`src/rtl/iibb_pkg.sv`:
```
// ----------------------------------------------------------------------------
// iibb_pkg
// Shared constants and types for the integral image box blur.
// ----------------------------------------------------------------------------
package iibb_pkg;

    // Default size limits and filter radius.
    localparam int DEF_RADIUS     = 7;
    localparam int DEF_MAX_WIDTH  = 1024;
    localparam int DEF_MAX_HEIGHT = 1024;

    // Field widths.
    localparam int PIX_W  = 8;
    localparam int CFG_W  = 11;
    localparam int APB_AW = 3;
    localparam int APB_DW = 32;

    // Register reset values.
    localparam logic [CFG_W-1:0] FRAME_WIDTH_RST  = CFG_W'(640);
    localparam logic [CFG_W-1:0] FRAME_HEIGHT_RST = CFG_W'(480);

    // Register index, taken from paddr bit 2.
    typedef enum logic [0:0] {
        REG_FRAME_WIDTH  = 1'b0,
        REG_FRAME_HEIGHT = 1'b1
    } iibb_reg_t;

    // Commands from the controller to the datapath.
    typedef struct packed {
        logic accept;
        logic row_init;
        logic gather;
        logic col_init;
        logic sum_step;
        logic div_step;
        logic emit;
    } iibb_cmd_t;

    // Status from the datapath to the controller.
    typedef struct packed {
        logic step_emit;
        logic gather_last;
        logic sum_last;
        logic div_last;
        logic out_free;
        logic col_last;
        logic row_last;
    } iibb_status_t;

endpackage

```
`src/rtl/iibb_regs.sv`:
```
// ----------------------------------------------------------------------------
// iibb_regs
// APB register file holding the frame size; any write restarts the frame.
// ----------------------------------------------------------------------------
module iibb_regs (
    input  logic                         clk,
    input  logic                         rst_n,
    input  logic                         psel,
    input  logic                         penable,
    input  logic                         pwrite,
    input  logic [iibb_pkg::APB_AW-1:0]  paddr,
    input  logic [iibb_pkg::APB_DW-1:0]  pwdata,
    output logic [iibb_pkg::APB_DW-1:0]  prdata,
    output logic                         pready,
    output logic [iibb_pkg::CFG_W-1:0]   frame_width,
    output logic [iibb_pkg::CFG_W-1:0]   frame_height,
    output logic                         restart
);
    import iibb_pkg::*;

    logic [CFG_W-1:0] width_reg;
    logic [CFG_W-1:0] height_reg;
    logic             wr_en;
    iibb_reg_t        reg_sel;

    assign pready  = 1'b1;
    assign wr_en   = psel && penable && pwrite;
    assign reg_sel = iibb_reg_t'(paddr[2]);
    assign restart = wr_en;

    // Register writes on the access cycle of a write transaction.
    always_ff @(posedge clk or negedge rst_n)
    begin
        if (!rst_n)
        begin
            width_reg  <= FRAME_WIDTH_RST;
            height_reg <= FRAME_HEIGHT_RST;
        end
        else if (wr_en)
        begin
            case (reg_sel)
                REG_FRAME_WIDTH:  width_reg  <= pwdata[CFG_W-1:0];
                REG_FRAME_HEIGHT: height_reg <= pwdata[CFG_W-1:0];
                default:          width_reg  <= width_reg;
            endcase
        end
    end

    // Read data.
    always_comb
    begin
        case (reg_sel)
            REG_FRAME_WIDTH:  prdata = APB_DW'(width_reg);
            REG_FRAME_HEIGHT: prdata = APB_DW'(height_reg);
            default:          prdata = '0;
        endcase
    end

    assign frame_width  = width_reg;
    assign frame_height = height_reg;

endmodule

```
`config.mk`:
```
export PLATFORM = sky130hd
export DESIGN_NAME = iibb_regs
export DESIGN_NICKNAME = d
export VERILOG_FILES = /design/src/rtl/iibb_pkg.sv /design/src/rtl/iibb_regs.sv
export SDC_FILE = /design/constraint.sdc
export NUM_CORES = 1
export LEC_CHECK = 0
export ABC_AREA = 1
export BUFFER_PORTS_ARGS = -buffer_cell sky130_fd_sc_hd__buf_2
export CAP_MARGIN = 20
export CORE_MARGIN = 4
export CORE_UTILIZATION = 39
export DETAILED_ROUTE_END_ITERATION = 7
export PLACE_DENSITY = 0.8
export SETUP_SLACK_MARGIN = 0.02
export SLEW_MARGIN = 0
export SYNTH_ARGS = -nofsm -noshare
export SYNTH_HDL_FRONTEND = slang
export SYNTH_SLANG_ARGS = --single-unit
```
`constraint.sdc`:
```
create_clock -name clk -period 0.9 [get_ports clk]
set_input_delay 0.09 -clock clk [delete_from_list [all_inputs] [get_ports clk]]
set_output_delay 0.09 -clock clk [all_outputs]
set_load 0.02 [all_outputs]
```
* Yosys cells after proc, flatten, opt, wreduce, memory -nomap -nowiden *
Index checks and enable logic that the tools add are counted.
W data, S select, Z words.

word-level totals
  memories = 0
  input bits = 40
  bits in read-only memories = 0
  memory bits (writable) = 0
  logic and storage cells = 8
  register bits = 22
  bits in latches = 0
  output and inout port bits = 56

operators by class
  bitwise operators = 1
  multiplexer cells = 1
  div/mod/pow operators = 0
  reduce and logical (&&, ||, !) cells = 4
  shifts and indexed selects = 0
  $mul = 0
  $lt $le $gt $ge = 0
  equal/unequal tests = 0
  add/sub/neg operators = 0

operators by type and width
  kind                 count
  $pmux W32 S2         1
  $reduce_and A2 Y1    2
  $logic_and A1 B1 Y1  2
  $not A1 Y1           1

* Depth between registers and ports, before layout *
Gate-level depths: netlist of run 1.

  word-level depth = 3
  depth in mapped cells = 5
  depth with buffers taken out = 4

* Worst setup path before layout of run 1 *
Ideal clock, no wire load.

  path kind = register to output
  start point = register height_reg[5], in the netlist frame_height[5]
  end point = output port prdata[5] (netlist name)
  path slack = 9 ps
  stages on the path, launching flop included = 3
  required time = 810 ps
  arrival time = 801 ps
  cell sequence = dfstp_2 > nand2_1 > nand2_1

on the way
  longest elaborated chain between the ends = 1

ends and longest elaborated chain
  element                 RTL line         source
  start, declared         iibb_regs.sv:22  logic [CFG_W-1:0] height_reg;
  start signal, assigned  iibb_regs.sv:43  REG_FRAME_HEIGHT: height_reg <= pwdata[CFG_W-1:0];
  $pmux W32 S2            iibb_regs.sv:52  case (reg_sel)
  end, declared           iibb_regs.sv:13  output logic [iibb_pkg::APB_DW-1:0] prdata,

Every way passes these cells. The select of a mux whose other input is x is not followed.

* Worst setup path in the final report of run 1 *
  start point = register height_reg[6], in the netlist frame_height[6]
  end point = output port prdata[6] (netlist name)

The elaborated chain is that of the path after synthesis.

==> results of run 1 <==
## worst max-delay path by stage
stage | start | end | slack [ns] | cells past startpoint
global placement | frame_height[8]$_DFFE_PN1P_ | prdata[8] | 0.02 | 3
detailed placement | frame_height[5]$_DFFE_PN1P_ | prdata[5] | 0.01 | 3
floorplan | frame_height[5]$_DFFE_PN1P_ | prdata[5] | 0.04 | 2
finish | frame_height[6]$_DFFE_PN1P_ | prdata[6] | -0.30 | 3
global route | frame_height[6]$_DFFE_PN1P_ | prdata[6] | -0.35 | 3
CTS | frame_height[5]$_DFFE_PN1P_ | prdata[5] | -0.31 | 3
## sequential cells by signal, summed over array words and instances, names as in the netlist
| signal | count |
|---|---|
| frame_width | 11 |
| frame_height | 11 |
## per-layer routing
layer	vias up	track usage [%]	part of all wire (%)
li1	622	-	-
met1	549	20.2	39
met2	45	28.4	56
met3	2	2.28	4.5
met4	0	5.12	0.46
met5	-	0	0
## power breakdown
part / leakage, nW / switching [mW] / internal, mW
combinational: 0.840 / 0.934 / 1.02
sequential: 0.264 / 0.177 / 1.21
clock: 0.0150 / 0.284 / 0.172
total: 1.12 / 1.39 / 2.41
## cells by family after synthesis
family / count (synthesis) / synth area share (%)
and+or+nand+nor: 103 / 35.2
buffers and inverters: 32 / 18.2
DFF: 22 / 46.0
other: 2 / 0.619
## area by class of cell
class | count | area (um^2)
Inverter | 2 | 7.51
Sequential cell | 22 | 558
Fill cell | 230 | 848
Timing Repair Buffer | 88 | 832
Multi-Input combinational cell | 125 | 542
Tap cell | 31 | 38.8
Clock buffer | 4 | 26.3
## cells in the final DEF, fill, tap and decap left out
cell type      count
buf_12             2
buf_2             16
buf_4             19
buf_6             47
clkbuf_1           1
clkbuf_4           3
conb_1            22
dfrtp_1           16
dfstp_2            6
dlygate4sd3_1      4
inv_1              1
inv_2              1
nand2_1           65
nand2_2           13
nand3_1           22
nand4_1            2
nor2_4             1
## worst max-delay path, stage by stage (launching register included)
cell and delay [ns]:
dfstp_2 0.56, nand2_1 0.07, nand2_2 0.07, buf_6 0.11
## metrics by stage
step / instance area (um^2) / hold slack [ns] / std cells / setup TNS (ns) / power (mW)
2_1_floorplan: 1300 / -0.206 / 179 / 0 / 2.16
3_3_place_gp: 1470 / 0.0688 / 239 / 0 / 2.50
3_5_place_dp: 1470 / 0.0796 / 239 / 0 / 2.52
4_1_cts: 1800 / 0.000215 / 257 / -4.87 / 3.48
5_1_grt: 2000 / -0.000398 / 272 / -7.20 / 4.02
6_report: 2000 / 0.0111 / 272 / -5.42 / 3.80
## what timing repair did
action,CTS,global route
hold endpoints to repair,19,1
setup endpoints to repair,33,34
buffers inserted,11,14
hold buffers,3,1
resized for setup,63,26
pin swaps,14,18
==> impl_summary.txt, run 1 <==
----------------------------------------------------
[Outcome]
  Run status ... finished, violations left
  Violations in the final reports ... setup timing

[Clock network]
  Depth of the CTS H-tree ... 1
  Number of buffers inserted during clock tree synthesis ... 3
  Total clock sinks ... 22
  Clock tree from TritonCTS ... yes
  Latest clock arrival within the worst-skew pair ... 0.30 ns
  Clock-pin slew reported for the worst setup and hold paths after clock tree synthesis ... 0.12 ns
  Clk Tree Root Cell ... clkbuf_4
  Maximum clock path buffer count ... 2

[Timing]
  Minimum period implied by the final worst setup slack ... around 1.2 ns
  Post-route fraction of the period consumed by the critical path ... 134%
  Unrepaired setup endpoints after global routing ... yes
  Total count of hold-check failures in the final report ... 0
  Top achievable clock speed ... between 800 and 900 MHz
  Final setup violation count ... 34
  Max Clock Skew ... 0 ns
  Final slew viol count ... 0
  Post-layout worst setup margin ... -0.305 ns

[Power]
  Largest vdd supply drop ... 0.919 mV
  Leakage Power ... between 1 and 1.5 nW
  Power per cell area ... about 1900 nW/um^2

[Floorplanning]
  Number of top-level pins ... 96
  Initial standard-cell utilization of the core ... a little over two fifths
  Rows ... 19
  Std-Cell Core Area ... 2850 um^2
  Die area ... just over 4000 um^2
  Vert. Die Dim ... around 64 um
  DIE WIDTH ... ~64 um

[Hold path]
  Critical hold path startpoint ... pwdata[8]
  Type of the tightest min-delay check ... input pin to register
  End of the worst hold path ... frame_height[8]$_DFFE_PN1P_
  Worst Hold Depth ... 3

[Synth]
  EDFF count, synth ... 0
  Warnings, synthesis ... 0
  Post-synth top area share ... between 30 and 40%
  Main synth FF type ... dfrtp_1
  Most instantiated library cell after synthesis ... nand2_1
  Commonest cells in the synthesized netlist ... nand2_1, buf_4, nand3_1
  Number of different library cells in the post-synthesis netlist ... 11
  #FFs+latches synth ... 22
  Synthesized area divided by synthesized cell count ... roughly 7.6 um^2
  Gate count of the mapped netlist ... approximately 160
  Netlist area before placement ... 1210 um^2
  Largest cells by area after synthesis ... dfrtp_1, nand2_1, buf_4, dfstp_2, nand3_1
  Post-synthesis sequential area ratio ... a little under half
  Async set or reset register ratio after synthesis ... 100%
  Leading area contributor after synthesis ... dfrtp_1

[Routing]
  Iteration count of the initial detailed-routing pass ... 4
  Routed wire length ... between 3000 and 4000 um
  Detailed router's first-iteration violation count ... 33
  Wire length per cell after detailed routing ... 12.8 um
  Ratio of routed vias to standard cells ... 4.48
  Count of antenna-violating nets left after detailed routing ... 0
  DRC errors left ... 0
  Vias ... between 1000 and 1500

[Global route]
  Number of antenna violations at the first check in global routing ... 0
  First-pass GRT wire length ... between 5000 and 6000 um
  Vias in the first global route ... around 1100
  Total routing resource utilization after global routing ... between 15 and 20%
  Largest net degree at the start of global routing ... 24
  Grt total ovfl ... 0

[Critical path]
  Kind of end point of the critical path ... output port
  Type of the worst setup path ... register to output port
  Critical path fanouts, max ... 2
  Worst flop-to-flop path endpoint ... frame_height[6]$_DFFE_PN1P_
  Critical R2R Launch ... frame_height[6]$_DFFE_PN1P_
  Launching element type of the critical path ... register
  Register-to-Register Setup Slack ... -0.05 ns
  Data required time at the worst endpoint ... about 0.81 ns
  Worst Reg2Reg Path Length in Cells ... 5
  Arrival time of data at the critical path endpoint ... around 1.1 ns

[Placed design]
  Placement Setup Slack ... between 0.01 and 0.015 ns
  Post-DP HPWL ... between 2000 and 2500 um
  Final weighted congestion in routability-driven placement ... 0.711
  Count of port buffers added during placement ... 50

[Final layout]
  P&R area growth vs syn ... 65.3%
  Net count, final ... 282
  Final antenna diode count ... 0
  Fraction of final layout cells sized beyond drive strength 1 ... between 40 and 50%
  Final standard cell utilization of the core ... between 70 and 80%

[Flow run]
  Reported max-cap violation count ... 0

----------------------------------------------------
Power figures use the tool's default switching activity.
==> run 2: changes to the inputs <==
- ABC_AREA: 1 -> not set
==> run 2 against run 1 <==
The run still ends with setup timing left; non-clock buffer count fell by 6; clock power rose by 7.2%; synthesized area shrank 0.21%; flip-flop and latch count unchanged; combinational power increased by 32%; power is 18% higher; critical path depth fell by 1; core utilization about the same; register-to-register slack worse by 0.07 ns; critical path type unchanged; critical endpoint is now prdata[5]; largest cell class unchanged; largest power group unchanged.
==> impl_summary.txt, run 2 <==
----------------------------------------------------
[Power]
  Net switching power figure ... 1.54 mW (+11%)
  Leakage Power ... 1.08 nW (-3.9%)
  Largest vdd supply drop ... 1.11 mV (+21%)
  Int Power ... 2.96 mW (+23%)
  Power per cell area ... 2250 nW/um^2 (+18%)
  Tot Pwr ... 4.50 mW (+18%)
  Comb pwr share ... 57.3% (+5.8 points)
  Switching share of power ... 34.3% (-2.3 points)
  Portion of total power attributed to sequential cells ... 31.8% (-4.7 points)
  Clock network fraction of total power ... 10.9% (-1.1 points)

[Synth]
  Post-synth top area share ... 33.1% (+0.068 points)
  Async set or reset register ratio after synthesis ... 100% (unchanged)
  Leading area contributor after synthesis ... dfrtp_1
  Post-synthesis sequential area ratio ... 46.1% (+0.095 points)
  Most instantiated library cell after synthesis ... mux2_2
  Gate count of the mapped netlist ... 85 (-47%)
  Commonest cells in the synthesized netlist ... mux2_2, buf_4, dfrtp_1
  Largest cells by area after synthesis ... dfrtp_1, mux2_2, buf_4, dfstp_2, mux2_4
  Warnings, synthesis ... 0 (unchanged)
  Netlist area before placement ... 1210 um^2 (-0.21%)
  Number of different library cells in the post-synthesis netlist ... 11 (unchanged)
  EDFF count, synth ... 0 (unchanged)
  #FFs+latches synth ... 22 (unchanged)
  Main synth FF type ... dfrtp_1
  Synthesized area divided by synthesized cell count ... 14.2 um^2 (+87%)

[Floorplanning]
  Std-Cell Core Area ... 2850 um^2 (unchanged)
  Number of top-level pins ... 96 (unchanged)
  Die area ... 4060 um^2 (-0.17%)
  Rows ... 19 (unchanged)
  Vert. Die Dim ... 63.7 um (about the same)
  DIE WIDTH ... 63.7 um (about the same)
  Initial standard-cell utilization of the core ... 42.4% (-0.088 points)

[Final layout]
  P&R area growth vs syn ... 65.6%
  Final standard cell utilization of the core ... 70.2% (about the same)
  Most common cell after layout, fill and taps aside ... buf_6
  Fraction of final layout cells sized beyond drive strength 1 ... 75.3% (+30 points)
  Final antenna diode count ... 0 (unchanged)
  Area of the multi-input gates ... 587 um^2 (+8.3%)
  Non-filler cells, final ... 197 (-28%)
  Sequential cell area ... 558 um^2 (unchanged)
  Finished layout cell area ... 2000 um^2 (about the same)
  Net count, final ... 207 (-27%)
  Number of filler instances in the final layout ... 191 (-17%)
  Commonest cells after routing, fill and taps aside ... buf_6, mux2_4, conb_1

[Timing]
  Final setup violation count ... 40 (+18%)
  Final slew viol count ... 0 (unchanged)
  Top achievable clock speed ... 801 MHz (-3.5%)
  Total count of hold-check failures in the final report ... 0 (unchanged)
  Post-layout worst setup margin ... -0.348 ns (-0.0435 ns)
  Summed negative setup slack over all endpoints ... -8.13 ns (-2.70 ns)
  Minimum period implied by the final worst setup slack ... 1.25 ns (+0.0435 ns)
  Unrepaired setup endpoints after global routing ... yes
  Max Clock Skew ... 0 ns (unchanged)
  Post-route fraction of the period consumed by the critical path ... 139% (+4.8 points)

[Placed design]
  Placed instance count ... 166 (-31%)
  Post-DP HPWL ... 1920 um (-12%)
  Count of port buffers added during placement ... 50 (unchanged)
  Post-DP Area ... 1440 um^2 (-2.1%)
  Final weighted congestion in routability-driven placement ... 0.756 (+6.3%)

[Clock network]
  Depth of the CTS H-tree ... 1 (unchanged)
  Clock-pin slew reported for the worst setup and hold paths after clock tree synthesis ... 0.14 ns (+0.02 ns)
  Maximum clock path buffer count ... 2 (unchanged)
  Latest clock arrival within the worst-skew pair ... 0.31 ns (about the same)
  Total clock sinks ... 22 (unchanged)
  Clk Tree Root Cell ... clkbuf_4
  Clock tree from TritonCTS ... yes
  Number of buffers inserted during clock tree synthesis ... 3 (unchanged)

[Hold path]
  Critical hold path startpoint ... pwdata[1]
  Worst Hold Depth ... 2 (-1)
  Type of the tightest min-delay check ... input pin to register
  End of the worst hold path ... frame_height[1]$_DFFE_PN0P_

[Routing]
  Vias ... 908 (-25%)
  Wire length per cell after detailed routing ... 16.3 um (+28%)
  Routed wire length ... 3220 um (-7.4%)
  Ratio of routed vias to standard cells ... 4.61 (+2.9%)
  Count of antenna-violating nets left after detailed routing ... 0 (unchanged)
  Detailed router's first-iteration violation count ... 10 (-70%)
  Iteration count of the initial detailed-routing pass ... 2 (-2)
  DRC errors left ... 0 (unchanged)

[Critical path]
  Data required time at the worst endpoint ... 0.81 ns (about the same)
  Kind of end point of the critical path ... output port
  Worst Reg2Reg Path Length in Cells ... 3 (-2)
  Arrival time of data at the critical path endpoint ... 1.16 ns (+0.05 ns)
  Critical path fanouts, max ... 3 (+1)
  Type of the worst setup path ... register to output port
  Worst flop-to-flop path endpoint ... frame_width[10]$_DFFE_PN0P_
  Critical R2R Launch ... frame_width[10]$_DFFE_PN0P_
  Launching element type of the critical path ... register
  Register-to-Register Setup Slack ... -0.12 ns (-0.07 ns)

[Global route]
  Number of antenna violations at the first check in global routing ... 0 (unchanged)
  Vias in the first global route ... 930 (-17%)
  First-pass GRT wire length ... 4550 um (-14%)
  Grt total ovfl ... 0 (unchanged)
  Largest net degree at the start of global routing ... 23 (-4.2%)
  Total routing resource utilization after global routing ... 14.3% (-1.8 points)

[Outcome]
  Run status ... finished, violations left
  Violations in the final reports ... setup timing

[Flow run]
  Reported max-cap violation count ... 0 (unchanged)

----------------------------------------------------
==> run 2: power by group through the flow <==
| stage | logic [mW] | clock network, mW | registers, mW |
|---|---|---|---|
| after floorplan | 0.760 | 0 | 1.69 |
| after global placement | 1.42 | 0 | 1.40 |
| after detailed placement | 1.43 | 0 | 1.43 |
| after CTS | 2.18 | 0.476 | 1.41 |
| after global routing | 2.72 | 0.531 | 1.46 |
| final | 2.58 | 0.489 | 1.43 |
==> run 2: final cells by class <==
cell class,count,area share (%)
Timing Repair Buffer,82,39.6
Multi-Input combinational cell,58,29.3
Sequential cell,22,27.9
Tap cell,31,1.94
Clock buffer,4,1.31
==> run 2: what timing repair did <==
item / 4_1_cts / 5_1_grt
setup endpoints to repair: 33 / 47
hold buffers: 1 / 0
setup buffers: 15 / 21
gates resized for setup: 70 / 38
hold endpoints to repair: 16 / 0
==> run 2: kinds of logic (layout without fill, tap and decap cells) <==
kind of cell           after synthesis  in the layout  synth area share [%]
flip-flops                          22             22                  46.1
multiplexers                        33             33                  33.8
other                                2             22                 0.621
AND/OR/NAND/NOR                      3              3                  3.52
buffers and inverters               25             86                  15.9
==> run 2: critical path, stage by stage (launching register included) <==
cell and delay [ns]:
dfstp_2 0.59, mux2_4 0.15, buf_6 0.11
==> run 2: worst max-delay path by stage <==
stage          slack, ns                           to  depth (start not counted)                         from
2_1_floorplan       0.03                    prdata[0]                          1  frame_height[0]$_DFFE_PN0P_
3_3_place_gp       -0.12  frame_width[10]$_DFFE_PN0P_                          3                     paddr[2]
3_5_place_dp       -0.13  frame_width[10]$_DFFE_PN0P_                          3                     paddr[2]
4_1_cts            -0.32                    prdata[8]                          2  frame_height[8]$_DFFE_PN1P_
5_1_grt            -0.39                    prdata[5]                          2  frame_height[5]$_DFFE_PN1P_
6_report           -0.35                    prdata[5]                          2  frame_height[5]$_DFFE_PN1P_
==> run 2: routing by layer <==
metal	share of wire, %	routed length, um	vias up	global-route usage (%)
li1	-	-	410	-
met1	37	1210	457	14.8
met2	58	1860	39	28.9
met3	4.0	129	2	1.60
met4	0.84	27	0	4.85
met5	0	0	-	0
==> run 2: through the flow <==
step / setup WS, ns / hold WS (ns)
detailed placement: -0.129 / 0.0804
floorplan: 0.0265 / -0.206
global route: -0.391 / 0.0118
CTS: -0.320 / 0.0178
finish: -0.348 / 0.0133
global placement: -0.116 / 0.0663
