File: src/rtl/iibb_pkg.sv
// ----------------------------------------------------------------------------
// iibb_pkg
// Shared constants and types for the integral image box blur.
// ----------------------------------------------------------------------------
package iibb_pkg;

    // Default size limits and filter radius.
    localparam int DEF_RADIUS     = 7;
    localparam int DEF_MAX_WIDTH  = 1024;
    localparam int DEF_MAX_HEIGHT = 1024;

    // Field widths.
    localparam int PIX_W  = 8;
    localparam int CFG_W  = 11;
    localparam int APB_AW = 3;
    localparam int APB_DW = 32;

    // Register reset values.
    localparam logic [CFG_W-1:0] FRAME_WIDTH_RST  = CFG_W'(640);
    localparam logic [CFG_W-1:0] FRAME_HEIGHT_RST = CFG_W'(480);

    // Register index, taken from paddr bit 2.
    typedef enum logic [0:0] {
        REG_FRAME_WIDTH  = 1'b0,
        REG_FRAME_HEIGHT = 1'b1
    } iibb_reg_t;

    // Commands from the controller to the datapath.
    typedef struct packed {
        logic accept;
        logic row_init;
        logic gather;
        logic col_init;
        logic sum_step;
        logic div_step;
        logic emit;
    } iibb_cmd_t;

    // Status from the datapath to the controller.
    typedef struct packed {
        logic step_emit;
        logic gather_last;
        logic sum_last;
        logic div_last;
        logic out_free;
        logic col_last;
        logic row_last;
    } iibb_status_t;

endpackage

File: src/rtl/iibb_datapath.sv
// ----------------------------------------------------------------------------
// iibb_datapath
// Raster position, column sums, window sums, divider and result register.
// ----------------------------------------------------------------------------
module iibb_datapath #(
    parameter int RADIUS     = iibb_pkg::DEF_RADIUS,
    parameter int MAX_WIDTH  = iibb_pkg::DEF_MAX_WIDTH,
    parameter int MAX_HEIGHT = iibb_pkg::DEF_MAX_HEIGHT,
    parameter int XW         = $clog2(MAX_WIDTH),
    parameter int YW         = $clog2(MAX_HEIGHT),
    parameter int LW         = $clog2(2 * RADIUS + 2)
) (
    input  logic                          clk,
    input  logic                          rst_n,
    input  iibb_pkg::iibb_cmd_t           cmd,
    output iibb_pkg::iibb_status_t        status,
    input  logic [iibb_pkg::CFG_W-1:0]    frame_width,
    input  logic [iibb_pkg::CFG_W-1:0]    frame_height,
    input  logic                          restart,
    input  logic [iibb_pkg::PIX_W-1:0]    in_ch0,
    input  logic [iibb_pkg::PIX_W-1:0]    in_ch1,
    input  logic [iibb_pkg::PIX_W-1:0]    in_ch2,
    output logic                          mem_we,
    output logic [LW+XW-1:0]              mem_waddr,
    output logic [3*iibb_pkg::PIX_W-1:0]  mem_wdata,
    output logic [LW+XW-1:0]              mem_raddr,
    input  logic [3*iibb_pkg::PIX_W-1:0]  mem_rdata,
    input  logic                          out_ready,
    output logic                          out_valid,
    output logic [YW-1:0]                 out_row,
    output logic [XW-1:0]                 out_col,
    output logic [iibb_pkg::PIX_W-1:0]    out_ch0,
    output logic [iibb_pkg::PIX_W-1:0]    out_ch1,
    output logic [iibb_pkg::PIX_W-1:0]    out_ch2,
    output logic                          run_last
);
    import iibb_pkg::*;

    localparam int LC    = 2 * RADIUS + 2;
    localparam int SPAN  = 2 * RADIUS + 1;
    localparam int LIW   = $clog2(SPAN);
    localparam int NSW   = $clog2(SPAN + 1);
    localparam int NUMW  = 2 * NSW;
    localparam int CSW   = $clog2(SPAN * 255 + 1);
    localparam int SUMW  = $clog2(SPAN * SPAN * 255 + 1);
    localparam int DCW   = $clog2(SUMW);
    localparam int WSW   = XW + 1;
    localparam int HSW   = YW + 1;
    localparam int WCW   = (WSW > CFG_W) ? WSW : CFG_W;
    localparam int HCW   = (HSW > CFG_W) ? HSW : CFG_W;

    // Edge helpers: first row/column below the box and last one inside it.
    function automatic logic [XW-1:0] lo_x(input logic [XW-1:0] p);
        lo_x = (p >= XW'(RADIUS + 1)) ? p - XW'(RADIUS + 1) : '0;
    endfunction

    function automatic logic [XW-1:0] hi_x(input logic [XW-1:0] p,
                                           input logic [WSW-1:0] size);
        logic [WSW-1:0] t;
        t = {1'b0, p} + WSW'(RADIUS);
        hi_x = (t >= size) ? XW'(size - WSW'(1)) : XW'(t);
    endfunction

    function automatic logic [YW-1:0] lo_y(input logic [YW-1:0] p);
        lo_y = (p >= YW'(RADIUS + 1)) ? p - YW'(RADIUS + 1) : '0;
    endfunction

    function automatic logic [YW-1:0] hi_y(input logic [YW-1:0] p,
                                           input logic [HSW-1:0] size);
        logic [HSW-1:0] t;
        t = {1'b0, p} + HSW'(RADIUS);
        hi_y = (t >= size) ? YW'(size - HSW'(1)) : YW'(t);
    endfunction

    // Effective frame size, clamped to 2..MAX.
    logic [WCW-1:0] fw_ext;
    logic [HCW-1:0] fh_ext;
    logic [WSW-1:0] w_eff;
    logic [HSW-1:0] h_eff;

    always_comb
    begin
        fw_ext = WCW'(frame_width);
        fh_ext = HCW'(frame_height);
        if (fw_ext < WCW'(2))
            w_eff = WSW'(2);
        else if (fw_ext > WCW'(MAX_WIDTH))
            w_eff = WSW'(MAX_WIDTH);
        else
            w_eff = WSW'(fw_ext);
        if (fh_ext < HCW'(2))
            h_eff = HSW'(2);
        else if (fh_ext > HCW'(MAX_HEIGHT))
            h_eff = HSW'(MAX_HEIGHT);
        else
            h_eff = HSW'(fh_ext);
    end

    // Raster position of the next pixel and its line slot.
    logic [YW-1:0] row_reg;
    logic [XW-1:0] col_reg;
    logic [LW-1:0] line_reg;
    logic          pos_bad;
    logic [YW-1:0] eff_row;
    logic [XW-1:0] eff_col;
    logic [LW-1:0] eff_line;
    logic          last_row;
    logic          last_col;
    logic          rows_ok;
    logic          cols_ok;
    logic [YW-1:0] rlo;
    logic [YW-1:0] rhi;
    logic [XW-1:0] clo;
    logic [XW-1:0] chi;

    always_comb
    begin
        pos_bad  = ({1'b0, row_reg} >= h_eff) || ({1'b0, col_reg} >= w_eff);
        eff_row  = pos_bad ? '0 : row_reg;
        eff_col  = pos_bad ? '0 : col_reg;
        eff_line = pos_bad ? '0 : line_reg;
        last_row = ({1'b0, eff_row} == h_eff - HSW'(1));
        last_col = ({1'b0, eff_col} == w_eff - WSW'(1));
        rows_ok  = last_row || (eff_row >= YW'(RADIUS));
        cols_ok  = last_col || (eff_col >= XW'(RADIUS));
        rlo      = (eff_row >= YW'(RADIUS)) ? eff_row - YW'(RADIUS) : '0;
        rhi      = last_row ? eff_row : rlo;
        clo      = (eff_col >= XW'(RADIUS)) ? eff_col - XW'(RADIUS) : '0;
        chi      = last_col ? eff_col : clo;
    end

    always_ff @(posedge clk or negedge rst_n)
    begin
        if (!rst_n)
        begin
            row_reg  <= '0;
            col_reg  <= '0;
            line_reg <= '0;
        end
        else if (restart)
        begin
            row_reg  <= '0;
            col_reg  <= '0;
            line_reg <= '0;
        end
        else if (cmd.accept)
        begin
            if (last_col)
            begin
                col_reg <= '0;
                if (last_row)
                begin
                    row_reg  <= '0;
                    line_reg <= '0;
                end
                else
                begin
                    row_reg  <= eff_row + YW'(1);
                    line_reg <= (eff_line == LW'(LC - 1)) ? '0 : eff_line + LW'(1);
                end
            end
            else
            begin
                col_reg <= eff_col + XW'(1);
            end
        end
    end

    // Line store write of the accepted pixel.
    assign mem_we    = cmd.accept;
    assign mem_waddr = {eff_line, eff_col};
    assign mem_wdata = {in_ch2, in_ch1, in_ch0};

    // Step bounds latched on acceptance.
    logic [YW-1:0] y_reg;
    logic [LW-1:0] yline_reg;
    logic [YW-1:0] r_reg;
    logic [YW-1:0] rhi_reg;
    logic [XW-1:0] c_reg;
    logic [XW-1:0] clo_reg;
    logic [XW-1:0] chi_reg;

    // Row setup values.
    logic [YW-1:0]  y1;
    logic [YW-1:0]  y2;
    logic [YW-1:0]  ydist;
    logic [LW-1:0]  dline;
    logic [LW:0]    wrap_line;
    logic [LW-1:0]  sline;
    logic [XW-1:0]  xa;

    always_comb
    begin
        y1        = lo_y(r_reg);
        y2        = hi_y(r_reg, h_eff);
        ydist     = y_reg - (y1 + YW'(1));
        dline     = LW'(ydist);
        wrap_line = {1'b0, yline_reg} + (LW + 1)'(LC) - {1'b0, dline};
        sline     = (yline_reg >= dline) ? yline_reg - dline : LW'(wrap_line);
        xa        = lo_x(clo_reg) + XW'(1);
    end

    // Gather counters.
    logic [LW-1:0]  gline_reg;
    logic [LW-1:0]  gline0_reg;
    logic [NSW-1:0] gy_reg;
    logic [NSW-1:0] ny_reg;
    logic [XW-1:0]  gx_reg;
    logic [XW-1:0]  xa_reg;
    logic [XW-1:0]  xb_reg;
    logic [LIW-1:0] gidx_reg;
    logic           gy_last;

    assign gy_last   = (gy_reg == ny_reg - NSW'(1));
    assign mem_raddr = {gline_reg, gx_reg};

    always_ff @(posedge clk)
    begin
        if (cmd.accept)
        begin
            y_reg     <= eff_row;
            yline_reg <= eff_line;
            r_reg     <= rlo;
            rhi_reg   <= rhi;
            c_reg     <= clo;
            clo_reg   <= clo;
            chi_reg   <= chi;
        end
        else if (cmd.emit)
        begin
            if (c_reg == chi_reg)
            begin
                r_reg <= r_reg + YW'(1);
                c_reg <= clo_reg;
            end
            else
            begin
                c_reg <= c_reg + XW'(1);
            end
        end
        if (cmd.row_init)
        begin
            gline_reg  <= sline;
            gline0_reg <= sline;
            gy_reg     <= '0;
            ny_reg     <= NSW'(y2 - y1);
            gx_reg     <= xa;
            xa_reg     <= xa;
            xb_reg     <= hi_x(chi_reg, w_eff);
            gidx_reg   <= '0;
        end
        else if (cmd.gather)
        begin
            if (gy_last)
            begin
                gy_reg    <= '0;
                gline_reg <= gline0_reg;
                gx_reg    <= gx_reg + XW'(1);
                gidx_reg  <= gidx_reg + LIW'(1);
            end
            else
            begin
                gy_reg    <= gy_reg + NSW'(1);
                gline_reg <= (gline_reg == LW'(LC - 1)) ? '0 : gline_reg + LW'(1);
            end
        end
    end

    // Read pipeline tags, registered in step with the line store read data.
    logic           p_valid_reg;
    logic           p_first_reg;
    logic           p_last_reg;
    logic [LIW-1:0] p_idx_reg;

    always_ff @(posedge clk or negedge rst_n)
    begin
        if (!rst_n)
            p_valid_reg <= 1'b0;
        else
            p_valid_reg <= cmd.gather;
    end

    always_ff @(posedge clk)
    begin
        p_first_reg <= (gy_reg == '0);
        p_last_reg  <= gy_last;
        p_idx_reg   <= gidx_reg;
    end

    // Vertical column sums per channel.
    logic [2:0][CSW-1:0] cacc_reg;
    logic [2:0][CSW-1:0] cacc_next;
    logic [2:0][CSW-1:0] colsum_reg [SPAN];

    always_comb
    begin
        for (int k = 0; k < 3; k++)
        begin
            cacc_next[k] = (p_first_reg ? CSW'(0) : cacc_reg[k])
                         + CSW'(mem_rdata[k*PIX_W +: PIX_W]);
        end
    end

    always_ff @(posedge clk)
    begin
        if (p_valid_reg)
        begin
            cacc_reg <= cacc_next;
            if (p_last_reg)
                colsum_reg[p_idx_reg] <= cacc_next;
        end
    end

    // Window setup and horizontal sum.
    logic [XW-1:0]        x1;
    logic [XW-1:0]        x2;
    logic [LIW-1:0]       sidx_reg;
    logic [LIW-1:0]       send_reg;
    logic [NUMW-1:0]      num_reg;
    logic [2:0][SUMW-1:0] sum_reg;
    logic [2:0][SUMW-1:0] sum_next;

    always_comb
    begin
        x1 = lo_x(c_reg);
        x2 = hi_x(c_reg, w_eff);
        for (int k = 0; k < 3; k++)
            sum_next[k] = sum_reg[k] + SUMW'(colsum_reg[sidx_reg][k]);
    end

    always_ff @(posedge clk)
    begin
        if (cmd.col_init)
        begin
            sidx_reg <= LIW'(x1 + XW'(1) - xa_reg);
            send_reg <= LIW'(x2 - xa_reg);
            num_reg  <= NUMW'(NUMW'(NSW'(x2 - x1)) * NUMW'(ny_reg));
            sum_reg  <= '0;
        end
        else if (cmd.sum_step)
        begin
            sidx_reg <= sidx_reg + LIW'(1);
            sum_reg  <= sum_next;
        end
    end

    // Restoring divider, one quotient bit per cycle for all channels.
    logic [2:0][SUMW-1:0] dq_reg;
    logic [2:0][NUMW-1:0] drem_reg;
    logic [DCW-1:0]       dcnt_reg;
    logic [2:0][NUMW:0]   dshift;
    logic [2:0]           dfit;

    always_comb
    begin
        for (int k = 0; k < 3; k++)
        begin
            dshift[k] = {drem_reg[k], dq_reg[k][SUMW-1]};
            dfit[k]   = (dshift[k] >= {1'b0, num_reg});
        end
    end

    always_ff @(posedge clk)
    begin
        if (cmd.sum_step && status.sum_last)
        begin
            dq_reg   <= sum_next;
            drem_reg <= '0;
            dcnt_reg <= '0;
        end
        else if (cmd.div_step)
        begin
            for (int k = 0; k < 3; k++)
            begin
                drem_reg[k] <= dfit[k] ? NUMW'(dshift[k] - {1'b0, num_reg})
                                       : NUMW'(dshift[k]);
                dq_reg[k]   <= {dq_reg[k][SUMW-2:0], dfit[k]};
            end
            dcnt_reg <= dcnt_reg + DCW'(1);
        end
    end

    // Result register.
    logic              out_valid_reg;
    logic [YW-1:0]     out_row_reg;
    logic [XW-1:0]     out_col_reg;
    logic [2:0][PIX_W-1:0] out_ch_reg;
    logic              out_last_reg;

    always_ff @(posedge clk or negedge rst_n)
    begin
        if (!rst_n)
            out_valid_reg <= 1'b0;
        else if (cmd.emit)
            out_valid_reg <= 1'b1;
        else if (out_ready)
            out_valid_reg <= 1'b0;
    end

    always_ff @(posedge clk)
    begin
        if (cmd.emit)
        begin
            out_row_reg  <= r_reg;
            out_col_reg  <= c_reg;
            for (int k = 0; k < 3; k++)
                out_ch_reg[k] <= dq_reg[k][PIX_W-1:0];
            out_last_reg <= (r_reg == rhi_reg) && (c_reg == chi_reg);
        end
    end

    assign out_valid = out_valid_reg;
    assign out_row   = out_row_reg;
    assign out_col   = out_col_reg;
    assign out_ch0   = out_ch_reg[0];
    assign out_ch1   = out_ch_reg[1];
    assign out_ch2   = out_ch_reg[2];
    assign run_last  = out_last_reg;

    // Status to the controller.
    always_comb
    begin
        status.step_emit   = rows_ok && cols_ok;
        status.gather_last = gy_last && (gx_reg == xb_reg);
        status.sum_last    = (sidx_reg == send_reg);
        status.div_last    = (dcnt_reg == DCW'(SUMW - 1));
        status.out_free    = !out_valid_reg || out_ready;
        status.col_last    = (c_reg == chi_reg);
        status.row_last    = (r_reg == rhi_reg);
    end

endmodule

File: config.mk
export PLATFORM = sky130hd
export DESIGN_NAME = iibb_datapath
export DESIGN_NICKNAME = d
export VERILOG_FILES = /design/src/rtl/iibb_pkg.sv /design/src/rtl/iibb_datapath.sv
export SDC_FILE = /design/constraint.sdc
export NUM_CORES = 1
export LEC_CHECK = 0
export BUFFER_PORTS_ARGS = -buffer_cell sky130_fd_sc_hd__buf_4
export CAP_MARGIN = 20
export CORE_UTILIZATION = 45
export DETAILED_ROUTE_END_ITERATION = 8
export GPL_ROUTABILITY_DRIVEN = 0
export PLACE_DENSITY = 0.59
export SETUP_SLACK_MARGIN = 0.1
export SYNTH_ARGS = -nofsm -noshare
export SYNTH_HDL_FRONTEND = slang
export SYNTH_SLANG_ARGS = --single-unit
File: constraint.sdc
create_clock -name clk -period 8.3 [get_ports clk]
set_input_delay 0.415 -clock clk [delete_from_list [all_inputs] [get_ports clk]]
set_output_delay 0.415 -clock clk [all_outputs]
set_load 0.05 [all_outputs]
; Yosys cells after proc, flatten, opt, wreduce, memory -nomap -nowiden
; Memories as Yosys holds them, arrays and structs flattened. A register that Yosys moved wholly into a read port is not among the register bits.
; Index checks and enable logic that the tools add are counted.
[word_totals]
ramBits = 540
register_bits = 355
n_memories = 1
inputBits = 81
[mem_list]
columns = name, words, width, read_ports, rd_clocked_by_memory_dff, wr, line
row1 = colsum_reg, 15, 36, 1, 1, 1, iibb_datapath.sv:293  ; logic [2:0][CSW-1:0] colsum_reg [SPAN];
[op_classes]
mux = 60
reduce_logical = 23
n_mul = 1
n_eq_ne = 10
n_addsub = 42
magnitude_cmp = 18
[ops]
columns = op, count
row1 = 2-to-1 mux 10 bit, 24
row2 = 2-to-1 mux 48 bit, 2
row3 = 2-to-1 mux 4 bit, 19
row4 = adder 10 x 1 -> 10 bit (second input constant), 6
row5 = adder 16 x 12 -> 16 bit, 3
row6 = 2-to-1 mux 11 bit, 4
row7 = adder 12 x 8 -> 12 bit, 3
row8 = adder 4 x 1 -> 4 bit (second input constant), 9
row9 = 2-to-1 mux 12 bit, 3
row10 = adder 10 x 3 -> 11 bit (second input constant), 3
row11 = greater-or-equal comparator 11 bit, 3
row12 = == test 10 bit, 3
row13 = greater-or-equal comparator 10 x 4 -> 1 bit (second input constant), 3
row14 = subtractor 4 bit, 7
row15 = greater-or-equal comparator 9 x 8 -> 1 bit, 3
row16 = 2-to-1 mux 8 bit, 3
row17 = subtractor 8 bit, 3
row18 = == test 10 x 11 -> 1 bit, 2
row19 = greater-or-equal comparator 10 x 11 -> 1 bit, 2
row20 = greater-than comparator 11 bit (second input constant), 2
row21 = less-than comparator 11 x 2 -> 1 bit (second input constant), 2
row22 = subtractor 11 x 1 -> 11 bit (second input constant), 2
row23 = greater-or-equal comparator 10 x 3 -> 1 bit (second input constant), 2
row24 = subtractor 10 x 3 -> 10 bit (second input constant), 2
row25 = other kinds (14), 39

; Longest topological paths before layout
[depth]
ltp_word = 12
mapped_depth = 33

; Least setup slack after synthesis
; OpenSTA, ideal clock, no wires.
[synth_path]
path_type = input port to flip-flop
from = in frame_width[3] in the netlist's numbering
to = reg num_reg[7], data pin
arrival_time_ps = 6522
setup_time_ps = 258
cell_stages = 30
slack_ps = 1520
required_time_ps = 8042
cell_sequence = buf_2 or4_4 buf_6 nor2_1 o21ai_0 ha_1 nor2b_1 o21a_1 o21a_1 o21a_1 o21a_1 o221ai_1 a21oi_1 clkbuf_1 clkbuf_1 a21oi_1 ha_1 nor2b_1 o21ai_0 nand2b_1 xor2_1 nor2_1 a311o_1 fa_1 ha_1 ha_1 a21oi_1 o21bai_1 a21oi_1 xnor2_1
[synth_between]
elab_chain_len = 7
[synth_lines]
columns = item, line
row1 = "start, declared", iibb_datapath.sv:17  ; input logic [iibb_pkg::CFG_W-1:0] frame_width,
row2 = greater-than comparator 11 bit, iibb_datapath.sv:87  ; else if (fw_ext > WCW'(MAX_WIDTH))
row3 = 2-to-1 mux 11 bit, iibb_datapath.sv:87
row4 = 2-to-1 mux 11 bit *, iibb_datapath.sv:85  ; if (fw_ext < WCW'(2))
row5 = subtractor 11 x 1 -> 11 bit or greater-or-equal comparator 11 bit (tied branches), iibb_datapath.sv:61  ; hi_x = (t >= size) ? XW'(size - WSW'(1)) : XW'(t);
row6 = 2-to-1 mux 4 bit *, iibb_datapath.sv:61
row7 = subtractor 4 bit *, iibb_datapath.sv:337  ; num_reg <= NUMW'(NUMW'(NSW'(x2 - x1)) * NUMW'(ny_reg));
row8 = multiplier 4 x 4 -> 8 bit *, iibb_datapath.sv:337
row9 = "end signal, assigned", iibb_datapath.sv:337
row10 = "end, declared", iibb_datapath.sv:319  ; logic [NUMW-1:0] num_reg;
; Mark *: on every way between the ends. The rest lies on a longest branch, timed or not.
; A chain may end at the register's enable or synchronous reset.

; Worst setup path in the final report
[layout_path]
from = reg c_reg[0]
to = reg num_reg[7], data pin
[layout_between]
elab_chain_len = 5
[layout_lines]
columns = item, line
row1 = "start, declared", iibb_datapath.sv:179  ; logic [XW-1:0] c_reg;
row2 = "start signal, assigned", iibb_datapath.sv:225  ; c_reg <= clo;
row3 = "start signal, assigned", iibb_datapath.sv:234  ; c_reg <= clo_reg;
row4 = "start signal, assigned", iibb_datapath.sv:238  ; c_reg <= c_reg + XW'(1);
row5 = adder 10 x 3 -> 11 bit, iibb_datapath.sv:60  ; t = {1'b0, p} + WSW'(RADIUS);
row6 = greater-or-equal comparator 11 bit, iibb_datapath.sv:61
row7 = 2-to-1 mux 4 bit, iibb_datapath.sv:61
row8 = subtractor 4 bit *, iibb_datapath.sv:337
row9 = multiplier 4 x 4 -> 8 bit *, iibb_datapath.sv:337
; Marked as above.

==> run summary <==
Layout cell share with drive strength beyond 1 - 15.6%
Sw Ratio - 32.8%
Asr flop ratio synth - 2.89%
#FFs+latches synth - 899
Area grow syn2layout - 13.0%
Count of final hold-check violations - 0
Ys Warns - 0
Mapped Nets - 3696
Syn Std Cell Area - 44400 µm²
Largest net degree at the start of global routing - 112
Overall routing resource usage - 21.7%
Antenna violations before repair - 3
Share of the synthesized area in the top cell type - 52.7%
Clk buf depth - 3
DR vias/cell - 5.71
Uppermost routed layer - met4
Type of the worst min-delay path - input pin to flop
Slew HR - 29.2%
DRT iter0 DRCs - 2633
Global route total overflow - 0
Clock power frac - 29.1%
Final-report max-slew violation count - 0
Final core utilization - 51.6%
Gate power share - 31.9%
WL met2 - 50300 µm
Cells after synthesis - 3407
Number of flip-flops in the largest register - 540
Critical Path RT - 8.70 ns
First-pass DRT Iterations - 6
Most numerous cell in the Yosys netlist - edfxtp_1
H-tree depth - 3
Final Instance Area - 50200 µm²
Slowest cell delay on critical path - 0.55 ns
Number of library cell types mapped by synthesis - 89
DP Worst Slack - 1.20 ns
Design Power - 15.4 mW
TNS Setup - 0 ns
Area contributors post-synth - edfxtp_1, mux4_2, ha_1
Status - finished clean
Worst IR Drop VDD - 0.000167 V
Global-route wire length before repair - 165000 µm
Worst skew pair latency - 0.69 ns
Worst-Margin Slew - 1.06 ns
Final setup fails - 0
Worst setup margin - 1.61 ns
Final Skew - 0.0527 ns
CTS buffer count - 98
Switch Pwr - 5.06 mW
Cts repair resizes - 0
Placed cell area - 46700 µm²
Sequential share of the synthesized area - 58.4%
Number of synthesized flops with an enable pin - 779
F_max - 150 MHz
Vias in the first global route - 27368
CTS tree - done
Vias - 27825
Port-buffer cells - 138
Detailed-placement wirelength estimate - 67900 µm
WL met1 - 48800 µm
Static Leakage - 18.5 nW
Die height - 316 µm
Max-cap viol count - 0
Min Tclk post-route - 6.69 ns
Met3 Wirelength - 6260 µm
Per-cell routed wire length - 22.1 µm
Most frequent cells after synthesis - edfxtp_1, nand2_1, nor2_1
Critical-path maximum fanout - 22
Clock sinks - 899
Layout Nets - 3802
Flop-to-flop setup slack - 1.61 ns
Main synth FF type - edfxtp_1
Crit end category - flop
CP startpoint kind - flop
Io pins - 187
Buffers and inverters on the worst path - 2
Starting Density - 45.7%
RSZ-0062 raised after global routing - no
DRC - 0
Worst path arrival time - 7.09 ns
Worst-path clk slew - 0.06 ns
DIE AREA - 100000 µm²
Rows - 114
Flop pwr share - 39.1%
Internal power - 10.4 mW
Period utilisation layout - 80.6%
Syn_area_per_cell - 13.0 µm²
Crit-path slowest cell - edfxtp_1
Crit Path Class - flop to flop
Drt total wl - 108000 µm
DRT antenna net count - 0
Root Driver - clkbuf_16
Power Dens Cells - 308 nW/µm²
Area leader, netlist - edfxtp_1
Die width - 316 µm
CORE AREA - 97300 µm²
Delay-heaviest family, CP - compound AO/OA/AOI/OAI gates
==> cell families after synthesis <==
logic type / synth area share (%)
AND/OR/NAND/NOR: 10.0
XOR/XNOR: 4.47
flip-flops: 58.4
multiplexers: 10.1
adder cells (fa/ha/maj): 6.18
AO/OA/AOI/OAI: 7.56
buffers and inverters: 3.26
==> per-stage QoR <==
| step | instances | hold WS, ns |
|---|---|---|
| 6_report | 4870 | 0.0700 |
| 5_1_grt | 4870 | 0.0545 |
| 4_1_cts | 4855 | 0.0246 |
| 3_5_place_dp | 4671 | 0.356 |
| 3_3_place_gp | 4670 | 0.350 |
| 2_1_floorplan | 3407 | 0.119 |
==> worst paths after layout <==
kind / from / to / cells after the start
setup / recovery: c_reg[0] / num_reg[7] / 26
hold / removal: restart / col_reg[9] / 2
setup reg to reg: c_reg[0] / num_reg[7] / 26
hold reg to reg: gidx_reg[3] / p_idx_reg[3] / 0
max in group asynchronous: rst_n / p_valid_reg / 2
min in group asynchronous: rst_n / row_reg[3] / 2
==> layout by cell type (no fill, tap or decap), types with 31 or more instances in the layout <==
master and count:
edfxtp_1 779, nand2_1 309, nor2_1 235, buf_4 194, ha_1 189, o21ai_0 169
inv_1 153, mux4_2 144, xnor2_1 134, a21oi_1 118, mux2i_1 101, clkbuf_16 99
xor2_1 90, dfxtp_1 89, nor2b_1 63, nand3_1 52, nand2b_1 42, nor3_1 40
nand4_1 37, and2_1 31
==> timing repair <==
action                                 in CTS  in global routing
endpoints found under the hold margin      29                  0
buffers inserted                            0                  0
setup endpoints to repair                   0                  0
hold buffers                                4                  0
==> layout make-up <==
type	count	area, µm²
multi-input combinational	2160	17200
timing repair buffer	200	1540
clock inverter	61	763
clock buffer	119	2560
tap	1276	1600
fill	8224	47100
antenna	1	2.50
sequential	899	25900
inverter	154	578
==> metal layers <==
layer | vias up | GRT usage, %
met4 | 0 | 5.64
met3 | 163 | 3.12
met5 | - | 0
met1 | 13978 | 31.5
li1 | 12853 | -
met2 | 831 | 34.4
==> power groups by stage <==
stage               Combinational [mW]  Clock [mW]  Sequential (mW)
finish                            4.92        4.49             6.03
global route                      5.47        4.75             6.09
CTS                               4.90        4.58             6.05
detailed placement                4.87           0             6.14
global placement                  4.71           0             6.12
floorplan                         3.57           0             6.07
No activity file was read; power rests on OpenSTA's default activity.
